## src/design/lfu_pkg.sv

```systemverilog
// ----------------------------------------------------------------------------
// lfu_pkg
// Shared types and constants for the LFU page replacement core: the control
// bits of the search token, the update command and the sequencer states.
// ----------------------------------------------------------------------------
package lfu_pkg;

  // fixed port widths
  localparam int unsigned CFG_W       = 4;
  localparam int unsigned PORT_PAGE_W = 16;
  localparam int unsigned SLOT_W      = 3;
  localparam int unsigned FAULT_W     = 16;

  localparam logic [CFG_W-1:0]   CFG_RESET = 4'd8;
  localparam logic [FAULT_W-1:0] FAULT_MAX = 16'hFFFF;

  // control bits carried by the search token from cell to cell
  typedef struct packed {
    logic pulse;       // token present in this link
    logic found;       // a resident copy was matched upstream
    logic have_best;   // a victim candidate has been picked upstream
    logic best_valid;  // the candidate frame is occupied
  } sch_ctl_t;

  // update command broadcast to all cells
  typedef struct packed {
    logic apply;       // commit the reference this cycle
    logic hit;         // reference was a hit
  } upd_ctl_t;

  // sequencer states
  typedef enum logic [2:0] {
    S_IDLE   = 3'b001,
    S_SEARCH = 3'b010,
    S_UPDATE = 3'b100
  } state_t;

endpackage

```

## src/design/lfu_cell.sv

```systemverilog
// ----------------------------------------------------------------------------
// lfu_cell
// One page frame: holds valid, page, use count and age. Folds its own frame
// into the search token as it passes and registers the token for the next
// cell; applies the broadcast update on the commit cycle.
// ----------------------------------------------------------------------------
module lfu_cell
  import lfu_pkg::*;
#(
  parameter int IDX        = 0,
  parameter int IW         = 3,
  parameter int PAGE_BITS  = 16,
  parameter int COUNT_BITS = 16
) (
  input  logic                  clk,
  input  logic                  rst,
  input  logic                  active,
  input  logic [PAGE_BITS-1:0]  ref_page,
  input  upd_ctl_t              upd,
  input  logic [IW-1:0]         upd_slot,
  input  sch_ctl_t              ctl_in,
  input  logic [IW-1:0]         hit_idx_in,
  input  logic [IW-1:0]         best_idx_in,
  input  logic [COUNT_BITS-1:0] best_uses_in,
  input  logic [COUNT_BITS-1:0] best_age_in,
  input  logic [PAGE_BITS-1:0]  best_page_in,
  output sch_ctl_t              ctl_out,
  output logic [IW-1:0]         hit_idx_out,
  output logic [IW-1:0]         best_idx_out,
  output logic [COUNT_BITS-1:0] best_uses_out,
  output logic [COUNT_BITS-1:0] best_age_out,
  output logic [PAGE_BITS-1:0]  best_page_out
);

  localparam logic [IW-1:0]         OWN       = IW'(IDX);
  localparam logic [COUNT_BITS-1:0] COUNT_MAX = '1;
  localparam logic [COUNT_BITS-1:0] COUNT_ONE = COUNT_BITS'(1);

  // frame state
  logic                  valid;
  logic [PAGE_BITS-1:0]  page;
  logic [COUNT_BITS-1:0] uses;
  logic [COUNT_BITS-1:0] age;

  logic     match;
  logic     better;
  logic     take_hit;
  logic     take_best;
  logic     sel;
  sch_ctl_t ctl_next;

  // compare this frame against the token
  always_comb begin
    match     = active && valid && (page == ref_page);
    take_hit  = !ctl_in.found && match;
    better    = (uses < best_uses_in) || ((uses == best_uses_in) && (age > best_age_in));
    take_best = active && (!ctl_in.have_best || better);
    ctl_next.pulse      = ctl_in.pulse;
    ctl_next.found      = ctl_in.found || match;
    ctl_next.have_best  = ctl_in.have_best || active;
    ctl_next.best_valid = take_best ? valid : ctl_in.best_valid;
  end

  // token register toward the next cell
  always_ff @(posedge clk) begin
    if (rst) begin
      ctl_out <= '0;
    end else if (ctl_in.pulse) begin
      ctl_out <= ctl_next;
    end else begin
      ctl_out.pulse <= 1'b0;
    end
  end

  always_ff @(posedge clk) begin
    if (ctl_in.pulse) begin
      hit_idx_out   <= take_hit ? OWN : hit_idx_in;
      best_idx_out  <= take_best ? OWN : best_idx_in;
      best_uses_out <= take_best ? uses : best_uses_in;
      best_age_out  <= take_best ? age : best_age_in;
      best_page_out <= take_best ? page : best_page_in;
    end
  end

  // commit: fill on fault, count on hit, age every active occupied frame
  assign sel = upd.apply && (upd_slot == OWN);

  always_ff @(posedge clk) begin
    if (rst) begin
      valid <= 1'b0;
      uses  <= '0;
      age   <= '0;
    end else if (sel && !upd.hit) begin
      valid <= 1'b1;
      uses  <= COUNT_ONE;
      age   <= COUNT_ONE;
    end else if (upd.apply && active && valid) begin
      age <= (age == COUNT_MAX) ? age : age + COUNT_ONE;
      if (sel) begin
        uses <= (uses == COUNT_MAX) ? uses : uses + COUNT_ONE;
      end
    end
  end

  always_ff @(posedge clk) begin
    if (sel && !upd.hit) begin
      page <= ref_page;
    end
  end

endmodule

```

## src/design/lfu_page_replacement_core.sv

```systemverilog
// ----------------------------------------------------------------------------
// lfu_page_replacement_core
// LFU page replacement with oldest-first tie break over a row of frame cells.
// ----------------------------------------------------------------------------
// One page reference is taken per item and answered with one result. The
// next reference waits until the item has passed the launch register, the
// register of each frame cell as the search token walks the chain of cells,
// pick-up of the token at the tail and the commit, which updates every frame
// and loads the output register. The commit waits while a previous result is
// still stalled in the output register. frames_in_use must be written by the
// user through the cfg channel only while the core is idle; the core does not
// enforce it. Zero acts as one, values above NUM_FRAMES act as NUM_FRAMES.
// ----------------------------------------------------------------------------
module lfu_page_replacement_core
  import lfu_pkg::*;
#(
  parameter int NUM_FRAMES = 8,
  parameter int PAGE_BITS  = 16,
  parameter int COUNT_BITS = 16
) (
  input  logic                   clk,
  input  logic                   rst,
  // configuration
  input  logic                   cfg_valid,
  output logic                   cfg_ready,
  input  logic [CFG_W-1:0]       cfg_data,
  // page references
  input  logic                   in_valid,
  output logic                   in_stall,
  input  logic [PORT_PAGE_W-1:0] page_number,
  // results
  output logic                   out_valid,
  input  logic                   out_stall,
  output logic                   hit,
  output logic [SLOT_W-1:0]      frame_slot,
  output logic                   evicted_valid,
  output logic [PORT_PAGE_W-1:0] evicted_page,
  output logic [FAULT_W-1:0]     fault_total
);

  localparam int IW = (NUM_FRAMES > 1) ? $clog2(NUM_FRAMES) : 1;
  localparam int NW = $clog2(NUM_FRAMES + 1);

  state_t state, state_next;

  logic [CFG_W-1:0]      frames_in_use;
  logic [NW-1:0]         n_act;
  logic [NUM_FRAMES-1:0] active;
  logic [PAGE_BITS-1:0]  ref_page;
  logic                  launch;
  logic [FAULT_W-1:0]    fault_count;
  logic [FAULT_W-1:0]    fault_count_next;
  logic                  in_xfer;
  logic                  out_free;
  upd_ctl_t              upd;
  logic [IW-1:0]         upd_slot;
  logic                  ev_valid;

  // token links between cells
  sch_ctl_t              link_ctl  [NUM_FRAMES+1];
  logic [IW-1:0]         link_hit  [NUM_FRAMES+1];
  logic [IW-1:0]         link_idx  [NUM_FRAMES+1];
  logic [COUNT_BITS-1:0] link_uses [NUM_FRAMES+1];
  logic [COUNT_BITS-1:0] link_age  [NUM_FRAMES+1];
  logic [PAGE_BITS-1:0]  link_page [NUM_FRAMES+1];

  // configuration register
  assign cfg_ready = 1'b1;

  always_ff @(posedge clk) begin
    if (rst) begin
      frames_in_use <= CFG_RESET;
    end else if (cfg_valid && cfg_ready) begin
      frames_in_use <= cfg_data;
    end
  end

  // clamp the active frame count
  always_comb begin
    if (frames_in_use == '0) begin
      n_act = NW'(1);
    end else if (32'(frames_in_use) > NUM_FRAMES) begin
      n_act = NW'(NUM_FRAMES);
    end else begin
      n_act = NW'(frames_in_use);
    end
  end

  // input transfer and launch of the search token
  assign in_stall = (state != S_IDLE);
  assign in_xfer  = in_valid && !in_stall;

  always_ff @(posedge clk) begin
    if (rst) begin
      launch <= 1'b0;
    end else begin
      launch <= in_xfer;
    end
  end

  always_ff @(posedge clk) begin
    if (in_xfer) begin
      ref_page <= PAGE_BITS'(page_number);
    end
  end

  // head of the chain
  always_comb begin
    link_ctl[0]       = '0;
    link_ctl[0].pulse = launch;
    link_hit[0]       = '0;
    link_idx[0]       = '0;
    link_uses[0]      = '0;
    link_age[0]       = '0;
    link_page[0]      = '0;
  end

  // row of frame cells
  for (genvar i = 0; i < NUM_FRAMES; i++) begin : g_cell
    assign active[i] = (32'(n_act) > i);

    lfu_cell #(
      .IDX        (i),
      .IW         (IW),
      .PAGE_BITS  (PAGE_BITS),
      .COUNT_BITS (COUNT_BITS)
    ) u_cell (
      .clk           (clk),
      .rst           (rst),
      .active        (active[i]),
      .ref_page      (ref_page),
      .upd           (upd),
      .upd_slot      (upd_slot),
      .ctl_in        (link_ctl[i]),
      .hit_idx_in    (link_hit[i]),
      .best_idx_in   (link_idx[i]),
      .best_uses_in  (link_uses[i]),
      .best_age_in   (link_age[i]),
      .best_page_in  (link_page[i]),
      .ctl_out       (link_ctl[i+1]),
      .hit_idx_out   (link_hit[i+1]),
      .best_idx_out  (link_idx[i+1]),
      .best_uses_out (link_uses[i+1]),
      .best_age_out  (link_age[i+1]),
      .best_page_out (link_page[i+1])
    );
  end

  // commit command from the tail of the chain
  assign out_free  = !out_valid || !out_stall;
  assign upd.apply = (state == S_UPDATE) && out_free;
  assign upd.hit   = link_ctl[NUM_FRAMES].found;
  assign upd_slot  = upd.hit ? link_hit[NUM_FRAMES] : link_idx[NUM_FRAMES];
  assign ev_valid  = !upd.hit && link_ctl[NUM_FRAMES].best_valid;

  always_comb begin
    if (!upd.hit && (fault_count != FAULT_MAX)) begin
      fault_count_next = fault_count + FAULT_W'(1);
    end else begin
      fault_count_next = fault_count;
    end
  end

  // sequencer
  always_comb begin
    state_next = state;
    case (state)
      S_IDLE:   if (in_xfer) state_next = S_SEARCH;
      S_SEARCH: if (link_ctl[NUM_FRAMES].pulse) state_next = S_UPDATE;
      S_UPDATE: if (upd.apply) state_next = S_IDLE;
      default:  state_next = S_IDLE;
    endcase
  end

  always_ff @(posedge clk) begin
    if (rst) begin
      state       <= S_IDLE;
      fault_count <= '0;
    end else begin
      state <= state_next;
      if (upd.apply) begin
        fault_count <= fault_count_next;
      end
    end
  end

  // output register
  always_ff @(posedge clk) begin
    if (rst) begin
      out_valid <= 1'b0;
    end else if (upd.apply) begin
      out_valid <= 1'b1;
    end else if (!out_stall) begin
      out_valid <= 1'b0;
    end
  end

  always_ff @(posedge clk) begin
    if (upd.apply) begin
      hit           <= upd.hit;
      frame_slot    <= SLOT_W'(upd_slot);
      evicted_valid <= ev_valid;
      evicted_page  <= ev_valid ? PORT_PAGE_W'(link_page[NUM_FRAMES]) : '0;
      fault_total   <= fault_count_next;
    end
  end

  // checks
  a_tail_in_search: assert property (@(posedge clk) disable iff (rst)
    link_ctl[NUM_FRAMES].pulse |-> (state == S_SEARCH))
    else $error("search token reached the tail outside the search phase");

  a_launch_in_search: assert property (@(posedge clk) disable iff (rst)
    launch |-> (state == S_SEARCH))
    else $error("search token launched outside the search phase");

  a_victim_found: assert property (@(posedge clk) disable iff (rst)
    (upd.apply && !upd.hit) |-> link_ctl[NUM_FRAMES].have_best)
    else $error("fault committed without a victim frame");

  a_hit_no_evict: assert property (@(posedge clk) disable iff (rst)
    (out_valid && hit) |-> (!evicted_valid && (evicted_page == '0)))
    else $error("hit result reports an eviction");

  a_commit_one: assert property (@(posedge clk) disable iff (rst)
    upd.apply |=> (state == S_IDLE) && out_valid)
    else $error("commit did not produce a result");

endmodule
```

## config.mk

```make
export PLATFORM = sky130hd
export DESIGN_NAME = lfu_page_replacement_core
export DESIGN_NICKNAME = d
export VERILOG_FILES = /design/src/design/lfu_pkg.sv /design/src/design/lfu_cell.sv /design/src/design/lfu_page_replacement_core.sv
export SDC_FILE = /design/constraint.sdc
export NUM_CORES = 2
export LEC_CHECK = 0
export BUFFER_PORTS_ARGS = -buffer_cell sky130_fd_sc_hd__buf_2
export CORE_MARGIN = 5
export CORE_UTILIZATION = 57
export CTS_CLUSTER_SIZE = 40
export DETAILED_ROUTE_END_ITERATION = 6
export GPL_TIMING_DRIVEN = 0
export PLACE_DENSITY = 0.76
export SKIP_LAST_GASP = 1
export SLEW_MARGIN = 25
export SYNTH_ARGS = -nofsm -noshare
export SYNTH_HDL_FRONTEND = slang
export SYNTH_SLANG_ARGS = --single-unit
```

## constraint.sdc

```tcl
create_clock -name clk -period 3.2 [get_ports clk]
set_input_delay 0.32 -clock clk [delete_from_list [all_inputs] [get_ports clk]]
set_output_delay 0.32 -clock clk [all_outputs]
set_load 0.02 [all_outputs]
```

After elaboration in Yosys (flattened, before gate mapping)
Index checks and enable logic that the tools add are counted.
W data, S select, Z words.
{"block": "totals", "register_bits": 887, "input_bits": 25, "output_inout_bits": 40, "wordCells": 524}
{"block": "op_classes", "add_sub_neg": 17, "order_cmp": 23, "eq_ne": 63, "n_mux": 101, "bitwise_logic": 16, "n_reduce_logical": 178}
{"op": "$mux W16", "n": 20}
{"op": "$add A16 B1 Y16 const B", "n": 17}
{"op": "$eq A16 B16 Y1 const B", "n": 16}
{"op": "$eq A16 B16 Y1", "n": 15}
{"op": "$gt A16 B16 Y1", "n": 7}
{"op": "$lt A16 B16 Y1", "n": 7}
{"op": "$mux W1", "n": 74}
{"op": "$logic_and A1 B1 Y1", "n": 73}
{"op": "$reduce_and A3 Y1", "n": 17}
{"op": "$ne A2 B1 Y1 const B", "n": 19}
{"op": "$reduce_and A2 Y1", "n": 16}
{"op": "$reduce_bool A2 Y1", "n": 16}
{"op": "$logic_or A1 B1 Y1", "n": 28}
{"op": "$logic_not A1 Y1", "n": 18}
{"op": "$gt A4 B3 Y1 const B", "n": 4}
{"op": "$ne A16 B16 Y1 const B", "n": 1}
{"op": "$not A1 Y1", "n": 16}
{"op": "$reduce_or A2 Y1", "n": 8}
{"op": "$eq A3 B3 Y1 const B", "n": 5}
{"op": "$mux W3", "n": 4}
{"op": "$eq A3 B2 Y1 const B", "n": 3}
{"op": "$pmux W3 S3", "n": 1}
{"op": "$gt A4 B1 Y1 const B", "n": 2}
{"op": "$gt A4 B2 Y1 const B", "n": 2}
{"op": "other kinds (7)", "n": 9}

Longest topological paths before layout
{"block": "depth", "depth_word": 8, "depth_mapped": 12, "depth_no_buf": 10}

Hierarchy
A second synthesis with hierarchy kept.
{"block": "hier_totals", "hier_cells": 3976, "hier_area_um2": 46510.9}
{"mod": "lfu_cell at g_cell[5].u_cell ...", "instances": 2, "cells_each": 462, "area_each_um2": 5406.4, "seq_area_each_um2": 2842.7}
{"mod": "lfu_cell at g_cell[1].u_cell ...", "instances": 2, "cells_each": 466, "area_each_um2": 5405.2, "seq_area_each_um2": 2842.7}
{"mod": "lfu_cell at g_cell[4].u_cell", "instances": 1, "cells_each": 465, "area_each_um2": 5403.9, "seq_area_each_um2": 2842.7}
{"mod": "lfu_cell at g_cell[7].u_cell", "instances": 1, "cells_each": 465, "area_each_um2": 5398.9, "seq_area_each_um2": 2842.7}
{"mod": "lfu_cell at g_cell[3].u_cell", "instances": 1, "cells_each": 460, "area_each_um2": 5393.9, "seq_area_each_um2": 2842.7}
{"mod": "lfu_cell at g_cell[0].u_cell", "instances": 1, "cells_each": 460, "area_each_um2": 5392.7, "seq_area_each_um2": 2842.7}
{"mod": "lfu_page_replacement_core", "instances": 1, "cells_each": 270, "area_each_um2": 3298.2, "seq_area_each_um2": 2092.0}

Worst setup path before layout
OpenSTA, ideal clock, no wires.
{"block": "synth_timing", "path_type": "flip-flop to flip-flop", "from": "register state[2]", "to": "register g_cell[2].u_cell.page[0] (enable)", "setup_ns": 0.437, "arrival_ns": 2.965, "required_ns": 2.763, "path_slack_ns": -0.202, "path_stages_with_launch": 6, "path_buffers": 2, "synth_period_minus_slack_ns": 3.402, "path_cell_list": "dfxtp_1 > nor3b_2 > nand2_1 > clkbuf_1 > clkbuf_1 > nor4_1"}
{"block": "synth_via", "elab_chain_cells": 4}
{"item": "start: declaration", "line": "lfu_page_replacement_core.sv:44", "source": "state_t state, state_next;"}
{"item": "start signal: assignment", "line": "lfu_page_replacement_core.sv:180", "source": "state <= state_next;"}
{"item": "$eq A3 B3 Y1", "line": "lfu_page_replacement_core.sv:151", "source": "assign upd.apply = (state == S_UPDATE) && out_free;"}
{"item": "$logic_and A1 B1 Y1", "line": "lfu_page_replacement_core.sv:151"}
{"item": "$logic_and A1 B1 Y1", "line": "lfu_cell.sv:86", "source": "assign sel = upd.apply && (upd_slot == OWN);"}
{"item": "$logic_and A1 B1 Y1", "line": "lfu_cell.sv:106", "source": "if (sel && !upd.hit) begin"}
{"item": "end signal: assignment", "line": "lfu_cell.sv:107", "source": "page <= ref_page;"}
{"item": "end: declaration", "line": "lfu_cell.sv:41", "source": "logic [PAGE_BITS-1:0] page;"}
Every way passes these cells.
A chain may end at the register's enable or synchronous reset.

Final worst setup path
{"block": "layout_timing", "from": "register g_cell[3].u_cell.age[7]", "to": "register g_cell[3].u_cell.best_page_out[9], data pin"}
{"block": "layout_via", "elab_chain_cells": 6}
{"item": "start: declaration", "line": "lfu_cell.sv:43", "source": "logic [COUNT_BITS-1:0] age;"}
{"item": "start signal: assignment", "line": "lfu_cell.sv:98", "source": "age <= (age == COUNT_MAX) ? age : age + COUNT_ONE;"}
{"item": "$gt A16 B16 Y1", "line": "lfu_cell.sv:56", "source": "better = (uses < best_uses_in) || ((uses == best_uses_in) && (age > best_age_in));"}
{"item": "$logic_and A1 B1 Y1", "line": "lfu_cell.sv:56"}
{"item": "$logic_or A1 B1 Y1", "line": "lfu_cell.sv:56"}
{"item": "$logic_or A1 B1 Y1", "line": "lfu_cell.sv:57", "source": "take_best = active && (!ctl_in.have_best || better);"}
{"item": "$logic_and A1 B1 Y1", "line": "lfu_cell.sv:57"}
{"item": "$mux W16", "line": "lfu_cell.sv:81", "source": "best_page_out <= take_best ? page : best_page_in;"}
{"item": "end signal: assignment", "line": "lfu_cell.sv:81"}
{"item": "end: declaration", "line": "lfu_cell.sv:32", "source": "output logic [PAGE_BITS-1:0] best_page_out"}
Every way passes these cells.

==> qor.yml <==
status: "finished clean"
slew_viol_final: 0
post_drt_wl_per_cell_um: 19.67
arrival_ns: 3.53
design_area_sq_um: 47680
initial_core_util_pct: 57.29
ir_drop_uv: 428.9
drc_errors: 0
ys_types: 75
grt_pass1_wl_um: 152100
clockBufferDepth: 3
fmax_mhz: 316.3
r2r_cells: 9
critPathMaxFanout: 10
yosys-top-cells-count: "edfxtp_1, dfxtp_1, nor2_1"
nets: 4119
final_layout_size_suffix_gt1_share_pct: 15.77
power_leakage_nw: 18.04
synth_top_area_cell: "edfxtp_1"
rr_endpoint: "g_cell[3].u_cell.best_page_out[9]"
core_area_sq_um: 74200
hold_violations: 0
yosys_most_used_dff: "edfxtp_1"
maxCapViolCount: 0
setup_viol_count_final: 0
std_cell_rows: 100
yosysWarnings: 0
syn-num-nets: 3933
cts_htree_levels: 3
die-area_sq_um: 80140
worstHoldStart: "cfg_valid"
min_period_ns: 3.162
die_w_um: 283.1
antenna_found_initial: 1
syn_to_final_growth_pct: 12.17
cts_root_buf: "clkbuf_16"
synth_top_cell_area_share_pct: 40.05
numCtsBuffers: 87
grt_max_degree: 63
worstReg2RegStart: "g_cell[3].u_cell.age[7]"
path_clk_slew_ns: 0.07
clock-sinks: 887
gr-usage-all-layers_pct: 23.55
netlist_instances: 3667
max-slew-margin-rel_pct: 30.96
hold_path.class: "input pin to flip-flop"
synthesis.area_sq_um: 42510
viasPerCell: 5.690
tightestPinTransition_ns: 1.036
io_buffers: 62
worstPathRequired_ns: 3.57
drt_iter0_drc: 2082
ant_nets: 0
routabilityCongestion: 0.9285
ys_async_sr_fraction_pct: 0
synth_area_leaders: "edfxtp_1, dfxtp_1, mux2_2"
overflow: 0
grt_pass1_vias: 27480
r2r_setup_slack_ns: 0.04
final_util_pct: 64.26
hpwl_um: 70420
fin_crit_sh_pct: 98.80
min_path_cells: 2
postPlaceCellArea_sq_um: 44230
ys_ff_latch: 887
synth_edf_count: 567
ios: 65
clock_latency_ns: 0.63
vias: 27860
dr.pass1.iters: 5
worstSetupPathType: "flip-flop to flip-flop"
p_total_mw: 23.66
routed_wl_um: 96280
endpoint_kind: "flip-flop"
yosysSeqAreaShare_pct: 55.12
cts_tree: "yes"
synth_most_common_cell: "edfxtp_1"
whs_endpoint: "frames_in_use[3]"
cp-start-kind: "flip-flop"
fin_skew_ns: 0.02058
die_h_um: 283.1
syn_avg_cell_area_sq_um: 11.59
rsz0062_at_grt: "yes"
p_per_area_nw_per_um2: 496.1
-- worst max-delay path: stages, from the launching register on --
cell       delay, ns
dfxtp_1         0.43
ha_1            0.28
a21oi_1         0.15
o21a_1          0.16
o221ai_1        0.15
a2111oi_1       0.55
o211ai_1        0.26
o21ai_2         0.22
clkbuf_4        0.33
mux2_2          0.37
-- per-layer routing --
layer | part of all wire [%] | up-vias | routed length (um) | GRT usage [%]
met4 | 3.0 | 0 | 2918 | 7.194
met1 | 43 | 13320 | 41240 | 31.98
met3 | 7.3 | 169 | 6989 | 4.807
met5 | 0 | - | 0 | 0
met2 | 47 | 893 | 45130 | 38.60
li1 | - | 13470 | - | -
-- kinds of logic (layout without fill, tap and decap cells) --
family | count (synthesis) | after routing | synth area share [%]
compound gates | 327 | 327 | 5.007
flops | 887 | 887 | 55.12
simple gates | 1099 | 1099 | 13.12
mux | 305 | 305 | 8.024
other cells | 1 | 2 | 0.008822
buf+inv | 436 | 695 | 3.979
xor+xnor | 371 | 371 | 7.644
fa+ha+maj | 241 | 241 | 7.094
-- cell type report --
type / instances / area (sq um)
Inverter: 282 / 1071
Sequential cell: 887 / 23460
Tap cell: 969 / 1212
Timing Repair Buffer: 101 / 759.5
Clock buffer: 129 / 2621
Antenna cell: 1 / 2.502
Fill cell: 5524 / 26520
Buffer: 150 / 679.4
Multi-Input combinational cell: 2344 / 17540
Clock inverter: 33 / 335.3
-- how the worst max path moves through the flow --
stage / endpoint / depth (start not counted) / slack, ns / startpoint
2_1_floorplan: g_cell[1].u_cell.best_page_out[10] / 12 / 0.32 / g_cell[0].u_cell.best_uses_out[1]
3_3_place_gp: g_cell[2].u_cell.page[9] / 5 / -0.93 / state[2]
3_5_place_dp: g_cell[1].u_cell.best_uses_out[7] / 11 / -0.43 / g_cell[0].u_cell.best_uses_out[14]
4_1_cts: g_cell[3].u_cell.best_uses_out[11] / 10 / 0.005 / g_cell[2].u_cell.best_age_out[15]
5_1_grt: g_cell[3].u_cell.best_age_out[1] / 10 / -0.06 / g_cell[2].u_cell.best_age_out[15]
6_report: g_cell[3].u_cell.best_page_out[9] / 9 / 0.04 / g_cell[3].u_cell.age[7]
-- through the flow --
step | setup WS, ns | instances | setup TNS, ns | hold slack, ns
2_1_floorplan | 0.3210 | 3667 | 0 | 0.4106
3_3_place_gp | -0.9290 | 4698 | -89.93 | 0.4583
3_5_place_dp | -0.4340 | 4706 | -53.77 | 0.4642
4_1_cts | 0.004911 | 4888 | 0 | 0.1719
5_1_grt | -0.05727 | 4895 | -1.622 | 0.2194
6_report | 0.03834 | 4896 | 0 | 0.2318
-- cell usage in the layout (no fill, tap or decap), types with 70 or more instances in the layout --
cell type	Yosys	routed
inv_1	280	278
xor2_1	245	245
mux2_2	286	286
nand2_1	201	201
nand4_1	146	146
nor2_1	317	315
clkbuf_1	118	122
buf_2	26	70
ha_1	241	241
clkbuf_16	0	92
nand3_1	110	109
dfxtp_1	320	311
edfxtp_1	567	567
xnor2_1	126	126
a21oi_1	142	142
-- state kept, by name (all words and copies together) (netlist names), 3 cells and up --
register                     cells
g_cell.u_cell.best_page_out    128
g_cell.u_cell.page             128
frame_slot                       3
g_cell.u_cell.best_age_out     112
g_cell.u_cell.valid              8
frames_in_use                    4
g_cell.u_cell.age              128
fault_total                     16
g_cell.u_cell.uses             128
g_cell.u_cell.ctl_out           31
fault_count                     16
g_cell.u_cell.hit_idx_out       17
ref_page                        16
g_cell.u_cell.best_uses_out    112
g_cell.u_cell.best_idx_out      17
evicted_page                    16
state                            3
-- power by group --
group | leakage [nW] | switching [mW] | internal (mW)
clock | 1.46 | 4.32 | 6.10
combinational | 8.86 | 0.539 | 0.359
sequential | 7.72 | 0.114 | 12.2
total | 18.0 | 4.97 | 18.7
-- what timing repair did --
item / in CTS / in global routing
hold endpoints to repair: 22 / 0
endpoints found under the setup margin: 286 / 318
setup buffers: 1 / 8
resized for setup: 36 / 37
gates cloned: 0 / 0
pin swaps: 3 / 3
hold buffers: 22 / 0
No activity file was read; power rests on OpenSTA's default activity.
